==> config.mk <==
export PLATFORM = sky130hd
export DESIGN_NAME = winner_tree_kway_merge
export DESIGN_NICKNAME = d
export VERILOG_FILES = /design/src/rtl/wtkm_pkg.sv /design/src/rtl/wtkm_beats.sv /design/src/rtl/winner_tree_kway_merge.sv
export SDC_FILE = /design/constraint.sdc
export NUM_CORES = 1
export LEC_CHECK = 0
export BUFFER_PORTS_ARGS = -buffer_cell sky130_fd_sc_hd__buf_2
export CORE_MARGIN = 1.5
export CORE_UTILIZATION = 40
export CTS_BUF_LIST = sky130_fd_sc_hd__clkbuf_8
export CTS_CLUSTER_SIZE = 16
export DETAILED_ROUTE_END_ITERATION = 10
export PLACE_DENSITY_LB_ADDON = 0.05
export SLEW_MARGIN = 0
export SYNTH_ARGS = -nofsm -noshare
export SYNTH_HDL_FRONTEND = slang
export SYNTH_SLANG_ARGS = --single-unit
==> constraint.sdc <==
create_clock -name aclk -period 10.2 [get_ports aclk]
set_input_delay 1.53 -clock aclk [delete_from_list [all_inputs] [get_ports aclk]]
set_output_delay 1.53 -clock aclk [all_outputs]
set_load 0.005 [all_outputs]
==> src/rtl/wtkm_pkg.sv <==
// ----------------------------------------------------------------------------
// wtkm_pkg
// Shared sizes and types for the winner-tree k-way merge: leaf index, value
// and the leaf record that the compare unit works on.
// ----------------------------------------------------------------------------
package wtkm_pkg;

    // tree size and data width
    localparam int MAX_RUNS   = 16;
    localparam int VALUE_BITS = 32;
    localparam int LEAF_BITS  = $clog2(MAX_RUNS);
    localparam int CNT_BITS   = $clog2(MAX_RUNS + 1);
    localparam int CFG_BITS   = 5;
    localparam int ROWS       = MAX_RUNS / 2;
    localparam int ROW_BITS   = LEAF_BITS - 1;

    typedef logic [LEAF_BITS-1:0]         leaf_idx_t;
    typedef logic signed [VALUE_BITS-1:0] value_t;

    // one contender at a tree node
    typedef struct packed {
        logic      exhausted;
        leaf_idx_t idx;
        value_t    val;
    } leaf_t;

endpackage

==> src/rtl/wtkm_beats.sv <==
// ----------------------------------------------------------------------------
// wtkm_beats
// Match unit of the winner tree: picks the winner of two leaves. A live run
// beats an exhausted one, then the smaller value wins, then the lower run.
// ----------------------------------------------------------------------------
module wtkm_beats (
    input  wtkm_pkg::leaf_t left_leaf,
    input  wtkm_pkg::leaf_t right_leaf,
    output wtkm_pkg::leaf_t win_leaf
);
    import wtkm_pkg::*;

    logic left_wins;

    // ordering: live first, then value, then index
    always_comb begin
        priority if (left_leaf.exhausted != right_leaf.exhausted) begin
            left_wins = !left_leaf.exhausted;
        end else if (!left_leaf.exhausted && (left_leaf.val != right_leaf.val)) begin
            left_wins = left_leaf.val < right_leaf.val;
        end else begin
            left_wins = left_leaf.idx < right_leaf.idx;
        end
    end

    assign win_leaf = left_wins ? left_leaf : right_leaf;

endmodule

==> src/rtl/winner_tree_kway_merge.sv <==
// ----------------------------------------------------------------------------
// winner_tree_kway_merge
// Merges up to MAX_RUNS ascending runs through a winner tree with one shared
// match unit stepped over the tree nodes by a small sequencer.
// ----------------------------------------------------------------------------
// Sequencing: every tree node takes a read step, which reads both
// contenders' values from the registered leaf memory, and a compare step in
// the single match unit. A run head that is not the last is written
// straight into its slot. The last load builds the whole tree, nodes
// MAX_RUNS-1 down to the root, and a refill replays one leaf-to-root path;
// the root compare is followed by a load of the output register, after
// which the next word can be taken. That load waits only while an older
// result still holds the output register. s_ready is low while the tree is
// being worked on. The output register lets the next word be taken while a
// result still waits on m_ready. There is no clearing pass after reset.
// s_run_index is not used: the slot comes from the load count while loading
// and from the current winner while merging.
module winner_tree_kway_merge (
    input  logic                       aclk,
    input  logic                       aresetn,
    // configuration
    input  logic                       cfg_we,
    input  logic [wtkm_pkg::CFG_BITS-1:0] cfg_wdata,
    // input words
    input  logic                       s_valid,
    output logic                       s_ready,
    input  wtkm_pkg::leaf_idx_t        s_run_index,
    input  wtkm_pkg::value_t           s_value,
    input  logic                       s_run_exhausted,
    // result words
    output logic                       m_valid,
    input  logic                       m_ready,
    output wtkm_pkg::value_t           m_winner_value,
    output wtkm_pkg::leaf_idx_t        m_winner_run,
    output logic                       m_merge_done
);
    import wtkm_pkg::*;

    typedef enum logic [3:0] {
        S_IDLE = 4'b0001,
        S_READ = 4'b0010,
        S_CMP  = 4'b0100,
        S_EMIT = 4'b1000
    } state_t;

    state_t                state_reg, state_next;
    logic [CFG_BITS-1:0]   num_reg, num_next;
    logic [CNT_BITS-1:0]   lc_reg, lc_next;
    logic [CNT_BITS-1:0]   rr_reg, rr_next;
    logic                  merging_reg, merging_next;
    logic                  replay_reg, replay_next;
    leaf_idx_t             node_reg, node_next;
    logic [MAX_RUNS-1:0]   exh_reg, exh_next;

    // leaf value memory and node winners (two per row: nodes 2q and 2q+1)
    value_t                leaf_mem [MAX_RUNS];
    logic [1:0][LEAF_BITS-1:0] nw_reg [ROWS];

    logic                  mem_we;
    leaf_idx_t             mem_waddr;
    leaf_idx_t             rd_l, rd_r;
    leaf_idx_t             l_reg, r_reg;
    value_t                rd_a_reg, rd_b_reg;
    value_t                win_val_reg;
    leaf_idx_t             root;
    logic [CNT_BITS-1:0]   n_act;
    logic                  emit_fire;
    logic                  m_valid_reg;
    value_t                m_value_reg;
    leaf_idx_t             m_run_reg;
    logic                  m_done_reg;
    leaf_t                 cmp_l, cmp_r, cmp_win;

    assign root = nw_reg[0][1];

    // effective run count: zero acts as one, clipped at the tree size
    always_comb begin
        if (num_reg == '0) begin
            n_act = CNT_BITS'(1);
        end else if (num_reg > CFG_BITS'(MAX_RUNS)) begin
            n_act = CNT_BITS'(MAX_RUNS);
        end else begin
            n_act = CNT_BITS'(num_reg);
        end
    end

    // children of the current node: leaves at the bottom level, else winners
    always_comb begin
        if (node_reg[LEAF_BITS-1]) begin
            rd_l = {node_reg[ROW_BITS-1:0], 1'b0};
            rd_r = {node_reg[ROW_BITS-1:0], 1'b1};
        end else begin
            rd_l = nw_reg[node_reg[ROW_BITS-1:0]][0];
            rd_r = nw_reg[node_reg[ROW_BITS-1:0]][1];
        end
    end

    // shared match unit
    assign cmp_l = '{exhausted: exh_reg[l_reg], idx: l_reg, val: rd_a_reg};
    assign cmp_r = '{exhausted: exh_reg[r_reg], idx: r_reg, val: rd_b_reg};

    wtkm_beats u_beats (
        .left_leaf  (cmp_l),
        .right_leaf (cmp_r),
        .win_leaf   (cmp_win)
    );

    assign s_ready   = (state_reg == S_IDLE);
    assign emit_fire = (state_reg == S_EMIT) && (!m_valid_reg || m_ready);

    // sequencer
    always_comb begin
        state_next   = state_reg;
        num_next     = num_reg;
        lc_next      = lc_reg;
        rr_next      = rr_reg;
        merging_next = merging_reg;
        replay_next  = replay_reg;
        node_next    = node_reg;
        exh_next     = exh_reg;
        mem_we       = 1'b0;
        mem_waddr    = root;
        unique case (state_reg)
            S_IDLE: begin
                if (s_valid) begin
                    if (!merging_reg) begin
                        // loading: next run head goes into the slot of the load count
                        if (lc_reg < n_act) begin
                            mem_we    = 1'b1;
                            mem_waddr = lc_reg[LEAF_BITS-1:0];
                            exh_next[lc_reg[LEAF_BITS-1:0]] = s_run_exhausted;
                            if (!s_run_exhausted) begin
                                rr_next = rr_reg + CNT_BITS'(1);
                            end
                            lc_next = lc_reg + CNT_BITS'(1);
                        end
                        if (lc_next >= n_act) begin
                            for (int i = 0; i < MAX_RUNS; i++) begin
                                if (CNT_BITS'(i) >= n_act) begin
                                    exh_next[i] = 1'b1;
                                end
                            end
                            node_next    = LEAF_BITS'(MAX_RUNS - 1);
                            replay_next  = 1'b0;
                            merging_next = 1'b1;
                            state_next   = S_READ;
                        end
                    end else begin
                        // merging: refill or retire the run that last won
                        if (s_run_exhausted) begin
                            if (!exh_reg[root] && (rr_reg != '0)) begin
                                rr_next = rr_reg - CNT_BITS'(1);
                            end
                            exh_next[root] = 1'b1;
                        end else begin
                            mem_we = 1'b1;
                        end
                        node_next   = {1'b1, root[LEAF_BITS-1:1]};
                        replay_next = 1'b1;
                        state_next  = S_READ;
                    end
                end
            end
            S_READ: begin
                state_next = S_CMP;
            end
            S_CMP: begin
                if (node_reg == LEAF_BITS'(1)) begin
                    state_next = S_EMIT;
                end else begin
                    node_next  = replay_reg ? (node_reg >> 1) : (node_reg - LEAF_BITS'(1));
                    state_next = S_READ;
                end
            end
            S_EMIT: begin
                if (emit_fire) begin
                    state_next = S_IDLE;
                    if (rr_reg == '0) begin
                        exh_next     = '0;
                        lc_next      = '0;
                        merging_next = 1'b0;
                    end
                end
            end
            default: begin
                state_next = S_IDLE;
            end
        endcase
        // a register write drops any merge in progress
        if (cfg_we) begin
            num_next     = cfg_wdata;
            exh_next     = '0;
            lc_next      = '0;
            rr_next      = '0;
            merging_next = 1'b0;
        end
    end

    // control registers
    always_ff @(posedge aclk) begin
        if (!aresetn) begin
            state_reg   <= S_IDLE;
            num_reg     <= CFG_BITS'(MAX_RUNS);
            lc_reg      <= '0;
            rr_reg      <= '0;
            merging_reg <= 1'b0;
            replay_reg  <= 1'b0;
            node_reg    <= '0;
            exh_reg     <= '0;
        end else begin
            state_reg   <= state_next;
            num_reg     <= num_next;
            lc_reg      <= lc_next;
            rr_reg      <= rr_next;
            merging_reg <= merging_next;
            replay_reg  <= replay_next;
            node_reg    <= node_next;
            exh_reg     <= exh_next;
        end
    end

    // leaf value memory: one write port, two registered read ports
    always_ff @(posedge aclk) begin
        if (mem_we) begin
            leaf_mem[mem_waddr] <= s_value;
        end
        if (state_reg == S_READ) begin
            rd_a_reg <= leaf_mem[rd_l];
            rd_b_reg <= leaf_mem[rd_r];
            l_reg    <= rd_l;
            r_reg    <= rd_r;
        end
    end

    // node winner store and running winner value
    always_ff @(posedge aclk) begin
        if (state_reg == S_CMP) begin
            nw_reg[node_reg[LEAF_BITS-1:1]][node_reg[0]] <= cmp_win.idx;
            win_val_reg <= cmp_win.val;
        end
    end

    // output register
    always_ff @(posedge aclk) begin
        if (!aresetn) begin
            m_valid_reg <= 1'b0;
        end else if (emit_fire) begin
            m_valid_reg <= 1'b1;
        end else if (m_ready) begin
            m_valid_reg <= 1'b0;
        end
    end

    always_ff @(posedge aclk) begin
        if (emit_fire) begin
            m_done_reg  <= (rr_reg == '0);
            m_value_reg <= (rr_reg == '0) ? '0 : win_val_reg;
            m_run_reg   <= (rr_reg == '0) ? '0 : root;
        end
    end

    assign m_valid        = m_valid_reg;
    assign m_winner_value = m_value_reg;
    assign m_winner_run   = m_run_reg;
    assign m_merge_done   = m_done_reg;

`ifndef NO_ASSERTIONS
    // live run count can never pass the number of runs loaded
    a_rr_le_lc: assert property (@(posedge aclk) disable iff (!aresetn)
        rr_reg <= lc_reg)
        else $error("live run count above loaded count");

    // a done word carries zero winner fields
    a_done_zero: assert property (@(posedge aclk) disable iff (!aresetn)
        (m_valid_reg && m_done_reg) |-> (m_value_reg == '0 && m_run_reg == '0))
        else $error("done word with non-zero winner fields");

    // after a done word the block is back to loading with nothing loaded
    a_done_clears: assert property (@(posedge aclk) disable iff (!aresetn)
        (emit_fire && (rr_reg == '0)) |=> (!merging_reg && lc_reg == '0))
        else $error("merge state not cleared after done");
`endif

endmodule

* Word level (Yosys, flattened, before mapping)
Memories as Yosys holds them, arrays and structs flattened. A register that Yosys moved wholly into a read port is not among the register bits.
Cells that the tools add are included.
** Word-level totals
- Register bits after elaboration :: 119
- Memory bits (writable) :: 576
- Input port bits :: 47
- Output and inout bits :: 39
- Logic and storage cells :: 190
- Memories kept :: 2
** Memory list
- leaf_mem :: depth 16, bits a word 32, rd ports 2, clocked after Yosys merged registers in 2, write ports 1, RTL line winner_tree_kway_merge.sv:56 : value_t leaf_mem [MAX_RUNS];
- nw_reg :: depth 8, bits a word 8, rd ports 2, clocked after Yosys merged registers in 1, write ports 1, RTL line winner_tree_kway_merge.sv:57 : logic [1:0][LEAF_BITS-1:0] nw_reg [ROWS];
** Operators by class
- Add/subtract/negate cells :: 4
- Order comparisons :: 29
- Eq/ne operators :: 17
- Multiplexer cells :: 95
- Bitwise operators :: 2
- Reduce and logical (&&, ||, !) cells :: 26
** Operators by type and width (count)
- $mux W16 :: 7
- $mux W5 :: 15
- $mux W4 :: 17
- $ge A4 B5 Y1 const A :: 8
- $mux W1 :: 40
- $mux W36 :: 1
- $lt A32 B32 Y1 :: 1
- $ne A32 B32 Y1 :: 1
- $pmux W16 S2 :: 1
- $ge A3 B5 Y1 const A :: 4
- $lt A4 B5 Y1 const B :: 4
- $bwmux W16 :: 1
- $or A16 B16 Y16 :: 1
- $pmux W4 S4 :: 1
- $bmux W1 S4 :: 3
- $add A5 B1 Y5 const B :: 2
- $ge A1 B5 Y1 const A :: 2
- $ge A2 B5 Y1 const A :: 2
- $logic_not A5 Y1 :: 2
- $ne A2 B2 Y1 const B :: 5
- $pmux W5 S2 :: 1
- $reduce_and A5 Y1 :: 2
- $reduce_bool A2 Y1 :: 5
- $demux W1 S4 :: 2
- 31 further kinds :: 45

* Longest topological paths before layout
Gate-level depths: netlist (run 1).
- Word-level depth :: 15
- Gate-level depth with buffers :: 18

* By module
A second synthesis (run 1) with hierarchy kept.
** Unflattened totals
- Cells, all modules :: 2397
- Area total of the unflattened synthesis :: 35721.8 um^2
** By module, submodules not included
- winner_tree_kway_merge :: instances 1, cells an instance 2225, area an instance 34186.5 um^2
- wtkm_beats :: instances 1, cells an instance 172, area an instance 1535.2 um^2

* Worst setup path before layout (run 1)
Ideal clock, no wire load.
- Path kind :: register to register
- Start :: register state_reg[1]
- End :: register state_reg[0]
- Setup time :: 126 ps
- Arrival time :: 8881 ps
- Slack :: 1193 ps
- Cell stages (with the launch flop) :: 4
- Buffers on the path :: 0
- Period minus slack after synthesis :: 9007 ps
- Cell sequence :: dfxtp_1 -> nor4b_1 -> a2111oi_0 -> a211o_1
** Between the ends
- Cells in the longest elaborated chain, start to end :: 4
** RTL lines
- start: declaration :: RTL line winner_tree_kway_merge.sv:46 : state_t state_reg, state_next;
- start signal: assignment :: RTL line winner_tree_kway_merge.sv:211 : state_reg <= state_next;
- $eq A4 B4 Y1 :: RTL line winner_tree_kway_merge.sv:109, winner_tree_kway_merge.sv:123
- $logic_and A1 B1 Y1 :: RTL line winner_tree_kway_merge.sv:109 : assign emit_fire = (state_reg == S_EMIT) && (!m_valid_reg || m_ready);
- $ne A2 B2 Y1 (no source line)
- $reduce_and A3 Y1 (no source line)
Parallel ways exist; a longest one is shown, timed or not.
A chain may end at the register's enable or synchronous reset.

* Worst setup path after layout (run 1)
- Start :: register num_reg[1]
- End :: register exh_reg[10]
** Between the ends
- Cells in the longest elaborated chain, start to end :: 13
** RTL lines
- start: declaration :: RTL line winner_tree_kway_merge.sv:47 : logic [CFG_BITS-1:0] num_reg, num_next;
- start signal: assignment :: RTL line winner_tree_kway_merge.sv:203 : num_reg <= CFG_BITS'(MAX_RUNS);
- start signal: assignment :: RTL line winner_tree_kway_merge.sv:212 : num_reg <= num_next;
- $gt A5 B5 Y1 :: RTL line winner_tree_kway_merge.sv:80 : end else if (num_reg > CFG_BITS'(MAX_RUNS)) begin
- $mux W5 :: RTL line winner_tree_kway_merge.sv:80
- $mux W5 * :: RTL line winner_tree_kway_merge.sv:78 : if (num_reg == '0) begin
- $lt A5 B5 Y1 :: RTL line winner_tree_kway_merge.sv:128 : if (lc_reg < n_act) begin
- $mux W5 :: RTL line winner_tree_kway_merge.sv:128
- $mux W5 :: RTL line winner_tree_kway_merge.sv:126 : if (!merging_reg) begin
- $mux W5 :: RTL line winner_tree_kway_merge.sv:125 : if (s_valid) begin
- $mux W5 :: RTL line winner_tree_kway_merge.sv:123 : unique case (state_reg)
- $ge A5 B5 Y1 :: RTL line winner_tree_kway_merge.sv:137 : if (lc_next >= n_act) begin
- $mux W16 * :: RTL line winner_tree_kway_merge.sv:137
- $mux W16 * :: RTL line winner_tree_kway_merge.sv:126
- $mux W16 * :: RTL line winner_tree_kway_merge.sv:125
- $pmux W16 S2 * :: RTL line winner_tree_kway_merge.sv:123
- end signal: assignment :: RTL line winner_tree_kway_merge.sv:218 : exh_reg <= exh_next;
- end: declaration :: RTL line winner_tree_kway_merge.sv:53 : logic [MAX_RUNS-1:0] exh_reg, exh_next;
Every way passes the cells marked *; elsewhere a longest branch is shown, timed or not. The select of a mux whose other input is x is not followed.

==> results of run 1 <==
==> per-layer routing <==
layer	vias up	track usage, %	wire (um)
met2	1134	40.4	55000
met4	8	8.19	3000
met5	-	0	46
met3	214	4.53	8660
met1	12844	34.2	49600
li1	11072	-	-
==> kinds of logic after synthesis <==
| family | share of synthesized area, % |
|---|---|
| simple gates | 12.4 |
| flops | 61.4 |
| compound gates | 9.62 |
| buf+inv | 3.36 |
| mux | 11.0 |
| fa+ha+maj | 1.87 |
| xor+xnor | 0.240 |
==> cells in the mapped netlist, types with 11 or more instances <==
| master | n | area (sq um) |
|---|---|---|
| a311oi_1 | 25 | 219 |
| nand3_1 | 248 | 1240 |
| a21oi_1 | 166 | 831 |
| nand4_1 | 11 | 68.8 |
| nor2_1 | 73 | 274 |
| inv_1 | 58 | 218 |
| buf_2 | 86 | 430 |
| o211ai_1 | 11 | 82.6 |
| a22o_1 | 32 | 280 |
| mux4_2 | 153 | 3450 |
| nor3_1 | 52 | 260 |
| nor4_1 | 11 | 68.8 |
| mux2i_1 | 43 | 430 |
| and3_1 | 77 | 482 |
| nand2_1 | 416 | 1560 |
| nor2b_1 | 48 | 300 |
| ha_1 | 53 | 663 |
| clkbuf_1 | 100 | 375 |
| nand2b_1 | 16 | 100 |
| a31oi_1 | 116 | 726 |
| a221o_1 | 36 | 360 |
| o22ai_1 | 20 | 125 |
| dfxtp_1 | 45 | 901 |
| o21ai_0 | 41 | 205 |
| edfxtp_1 | 717 | 21500 |
==> final timing paths <==
check / start / end / slack (ps) / depth (start not counted)
hold / removal: rr_reg[3] / rr_reg[3] / 530 / 2
setup / recovery: num_reg[1] / exh_reg[10] / 5190 / 15
hold reg to reg: rr_reg[3] / rr_reg[3] / 530 / 2
setup reg to reg: num_reg[1] / exh_reg[10] / 5190 / 15
==> final cells by class <==
type                            instances  area [sq um]  share of cell area [%]
Inverter                               62           250                   0.618
Antenna cell                            3          7.51                  0.0185
Sequential cell                       762         22400                    55.4
Clock buffer                          144          1980                    4.89
Timing Repair Buffer                  139           853                    2.11
Multi-Input combinational cell       1766         13100                    32.3
Clock inverter                         88           422                    1.04
Tap cell                             1176          1470                    3.63
==> worst max-delay path, stage by stage (launching register included) <==
cell	delay, ps
dfxtp_1	530
nor2b_1	430
inv_1	140
ha_1	310
o2111a_1	300
a211oi_2	230
buf_4	300
and3_1	270
xor2_1	180
ha_1	290
nor2b_1	170
a22o_1	210
a31oi_1	680
o21ai_0	350
a311oi_1	350
o21ai_0	130
==> power breakdown <==
group / internal, W / switching [W]
clock: 0.00134 / 0.00127
combinational: 0.000818 / 0.00165
sequential: 0.00360 / 0.0000681
==> stage by stage <==
stage	total power [W]	util, %	cells	setup WS, ps	hold slack [ps]
after floorplan	0.00537	-	2799	1190	467
after global placement	0.00618	42.2	3905	5430	505
after detailed placement	0.00620	42.2	3905	5360	512
after CTS	0.00884	44.8	4137	5320	525
after global routing	0.00916	44.9	4140	4860	563
final	0.00875	44.9	4140	5190	530
==> impl_results.md, run 1 <==
* Layout cells sized above 1 at 17.0%
* Drt pass-1 iters at 6
* Relative slew slack at 23.5%
* Global Route Usage Sum at 25.0%
* Cell Area, Placed at 0.0381 sq mm
* Via count at 25272
* Static leakage at 13.8 nW
* Vias in the first global route at 25229
* Tcrit/Tclk final at 49.1%
* WL final at 116 mm
* CP max FO at 20
* Clock root buffer: clkbuf_8
* Core Footprint at 0.0903 sq mm
* Final Setup Violations at 0
* PwrDens at 216 mW/mm^2
* CTS tree: done
* WL per Instance at 28.1 um
* Die Wd at 305 um
* Ys async rst share at 0%
* Final setup skew at 32.4 ps
* First-pass GRT wire length at 169 mm
* PostCTS Resize Cnt at 0
* Fin Setup TNS at 0 ps
* Critical Path Sink Type: register
* Starting density of the core at 40.4%
* Most frequent cells in the layout: edfxtp_1, nand2_1, nand3_1
* Design area at 0.0405 sq mm
* Detail Placement HPWL at 64.3 mm
* Number of cells produced by synthesis at 2799
* Initial antenna violation count at 18
* Largest net degree at the start of global routing at 154
* DIE AREA at 0.0931 sq mm
* TritonCTS Sinks at 762
* Type of origin of the critical path: register
* DRC viols at 0
* Post-synth EDFFs at 717
* Seq/Total Area, Yosys at 61.4%
* Grt ovf at 0
* Worst slew pin tran at 1150 ps
* Total CTS buffers at 138
* Synth Flop Type: edfxtp_1
* # fillers at 8232
* Final antenna-violating net count at 0
* Hold Crit Class: reg2reg
* I/O pins at 86
* Placer congestion estimate at 0.882
* Final Max Tran Viols at 0
* Vias per std cell at 6.10
* Synth Area per Inst at 13.0 sq um
* Syn_nets at 2900
* FP Rows at 110
* Port buffer count at 81
* Fmax at 200 MHz
* Crit path kind: reg2reg
* Die H at 305 um
* Critical path data required time at 10880 ps
* Yosys cell types at 75
* P&R area growth vs syn at 10.9%
* Cell area after synthesis at 0.0365 sq mm
* Reg clk slew, reported paths at 60 ps
* Final hold viol count at 0
* Fin nets at 2970
* Max reg flops at 512
* Maxcap violations at 0
* Arrival @ worst endpoint at 5690 ps
* Yosys reg bits at 762
* Most common cell after layout, fill and taps aside: edfxtp_1
* H-tree level count at 4
* Final Critical Period at 5010 ps
* Setup repair bufs after CTS at 0
* DRT iter0 DRCs at 2827
* Max IR drop VDD at 0.133 mV
* Clock Latency Late Sink at 820 ps
* CTS Hold Buffers Added at 0
* Status: finished clean
* Synth warn at 0
* Clock Path Buffers at 3
* RSZ-0062 raised after global routing: false
(Power assumes the default switching activity.)
==> inputs of run 2 (changes only) <==
==> constraint.sdc (replaced) <==
create_clock -name aclk -period 5.1 [get_ports aclk]
set_input_delay 0.765 -clock aclk [delete_from_list [all_inputs] [get_ports aclk]]
set_output_delay 0.765 -clock aclk [all_outputs]
set_load 0.005 [all_outputs]
==> run 2 against run 1 <==
Effect of this change: largest power group unchanged; sequential share of layout area is 0.73 points lower; register-to-register slack worse by 4200 ps; utilization is 0.60 points higher; via count is 1.1% lower.
==> impl_results.md, run 2 (same netlist as run 1, synthesis figures left out) <==
* Clock root buffer: clkbuf_8
* Final Setup Violations at 0 (unchanged)
* CP max FO at 15 (-25%)
* Grt ovf at 0 (unchanged)
* Maxcap violations at 0 (unchanged)
* PwrDens at 432 mW/mm^2 (+100%)
* Placer congestion estimate at 0.850 (-3.6%)
* R2r worst-path depth at 14 (-1)
* CTS Hold Buffers Added at 0 (unchanged)
* Fin Setup TNS at 0 ps (unchanged)
* Final Critical Period at 4080 ps (-929 ps)
* Tcrit/Tclk final at 80.0% (+31 points)
* Final setup skew at 45.7 ps (+13.3 ps)
* First-pass GRT wire length at 165 mm (-2.4%)
* Via count at 24992 (-1.1%)
* Final antenna-violating net count at 0 (unchanged)
* Critical Path Sink Type: register
* Critical path data required time at 5780 ps (-5100 ps)
* Type of origin of the critical path: register
* Hold Crit Class: in2reg
* Top delay family on crit path: compound AO/OA/AOI/OAI gates
* Gr busiest metal: met2
* Reg clk slew, reported paths at 60 ps (about the same)
* CP peak stage delay at 710 ps (+30 ps)
* Largest net degree at the start of global routing at 136 (-12%)
* Total CTS buffers at 141 (+2.2%)
* Hold Path Stages at 3 (+1)
* Global Route Usage Sum at 24.1% (-0.94 points)
* Met3 Usage GRT at 4.22% (-0.31 points)
* Hold endpoint: num_reg[4]
* Die Wd at 305 um (unchanged)
* Fin nets at 3002 (+1.1%)
* FP Rows at 110 (unchanged)
* Worst slew pin tran at 1230 ps (+81.1 ps)
* CTS tree: done
* Most frequent cells in the layout: edfxtp_1, nand2_1, nand3_1
* Arrival @ worst endpoint at 4770 ps (-920 ps)
* DRT iter0 DRCs at 2611 (-7.6%)
* Setup repair bufs after CTS at 0 (unchanged)
* Met2 GRT Util at 40.1% (-0.30 points)
* Final Max Tran Viols at 0 (unchanged)
* # fillers at 8163 (-0.84%)
* Clock Latency Late Sink at 820 ps (about the same)
* Clock Path Buffers at 3 (unchanged)
* Fmax at 245 MHz (+23%)
* Worst Setup SP: num_reg[2]
* Hold wc startpoint: cfg_wdata[4]
* Max reg flops at 512 (unchanged)
* Vias per std cell at 5.98 (-2.1%)
* H-tree level count at 4 (unchanged)
* Port buffer count at 81 (unchanged)
* Non-filler cells, final at 4182 (+1.0%)
* Placed cells at 3934 (+0.74%)
* DRC viols at 0 (unchanged)
* Reg2reg setup slack at 1020 ps (-4170 ps)
* Static leakage at 14.1 nW (+2.0%)
* DIE AREA at 0.0931 sq mm (unchanged)
* Relative slew slack at 18.0% (-5.5 points)
* Status: finished clean
* Worst r2r src: num_reg[2]
* Core Footprint at 0.0903 sq mm (unchanged)
* Drt pass-1 iters at 6 (unchanged)
* I/O pins at 86 (unchanged)
* WL final at 112 mm (-3.4%)
* Die H at 305 um (unchanged)
* Vias in the first global route at 25400 (+0.68%)
* WP buf/inv at 1 (-1)
* P&R area growth vs syn at 12.4%
* PostCTS Resize Cnt at 0 (unchanged)
* Layout cells sized above 1 at 18.1% (+1.1 points)
* RSZ-0062 raised after global routing: false
* TritonCTS Sinks at 762 (unchanged)
* Grt met1 use at 32.1% (-2.1 points)
* Max IR drop VDD at 0.280 mV (+110%)
* WL per Instance at 26.9 um (-4.4%)
* Initial antenna violation count at 10 (-8)
* Detail Placement HPWL at 66.6 mm (+3.6%)
* Crit-path slowest cell: dfxtp_1
* Crit path kind: reg2reg
* Final hold viol count at 0 (unchanged)
* Most common cell after layout, fill and taps aside: edfxtp_1
* R2r endpoint: exh_reg[8]
* Crit-path cells: nand2_1 > ha_1 > o2111a_1 > a211oi_2 > buf_4 > and3_1 > xor2_1 > ha_1 > nor2b_1 > a22o_1 > a31o_2 > a2111oi_0 > o22ai_1 > a22o_1
* Starting density of the core at 40.4% (unchanged)
## run 2: cell count changes in the layout (fill, tap and decap cells not counted), sizes merged
cell	before	now
buf	139	168
clkinv	34	44
inv	111	114
bufinv	2	3
clkbuf	144	145
clkinvlp	3	2
diode	3	2
## run 2: worst max-delay path by stage
| stage | to | slack, ps | cells past startpoint |
|---|---|---|---|
| finish | exh_reg[8] | 1020 | 14 |
| global route | exh_reg[8] | 600 | 14 |
| CTS | exh_reg[8] | 1050 | 15 |
| detailed placement | exh_reg[8] | 1060 | 15 |
| global placement | exh_reg[8] | 1100 | 15 |
| floorplan | exh_reg[10] | 810 | 17 |
## run 2: per-stage QoR
step	setup WS [ps]	utilization, %	cell area [sq um]	total power, W	hold WS (ps)
floorplan	806	-	36500	0.0107	467
global placement	1100	42.6	38500	0.0124	489
detailed placement	1060	42.6	38500	0.0124	516
CTS	1050	45.4	41000	0.0179	129
global route	598	45.4	41000	0.0185	167
finish	1020	45.4	41000	0.0177	191
## run 2: area by class of cell
cell class,count,area [sq um],share of cell area [%]
Timing Repair Buffer,168,1260,3.07
Inverter,62,250,0.610
Clock inverter,101,534,1.30
Tap cell,1176,1470,3.59
Sequential cell,762,22400,54.7
Multi-Input combinational cell,1766,13100,31.9
Antenna cell,2,5.00,0.0122
Clock buffer,145,2000,4.86
## run 2: worst reg2reg max path, cell delays in order (launching register included)
cell and delay (ps):
dfxtp_1 710, nand2_1 170, ha_1 310, o2111a_1 160, a211oi_2 280, buf_4 210, and3_1 280, xor2_1 170
ha_1 280, nor2b_1 170, a22o_1 220, a31o_2 270, a2111oi_0 420, o22ai_1 150, a22o_1 190
## run 2: routing by layer
layer  part of all wire (%)  vias up
met3                    6.1      210
met2                     49      945
met1                     43    12707
li1                       -    11124
met5                  0.035        -
met4                    2.3        6
## run 2: power breakdown
| group | total (W) | internal, W | switching, W |
|---|---|---|---|
| Combinational | 0.00495 | 0.00173 | 0.00322 |
| Clock | 0.00541 | 0.00279 | 0.00262 |
| Sequential | 0.00735 | 0.00720 | 0.000146 |
| Total | 0.0177 | 0.0117 | 0.00599 |
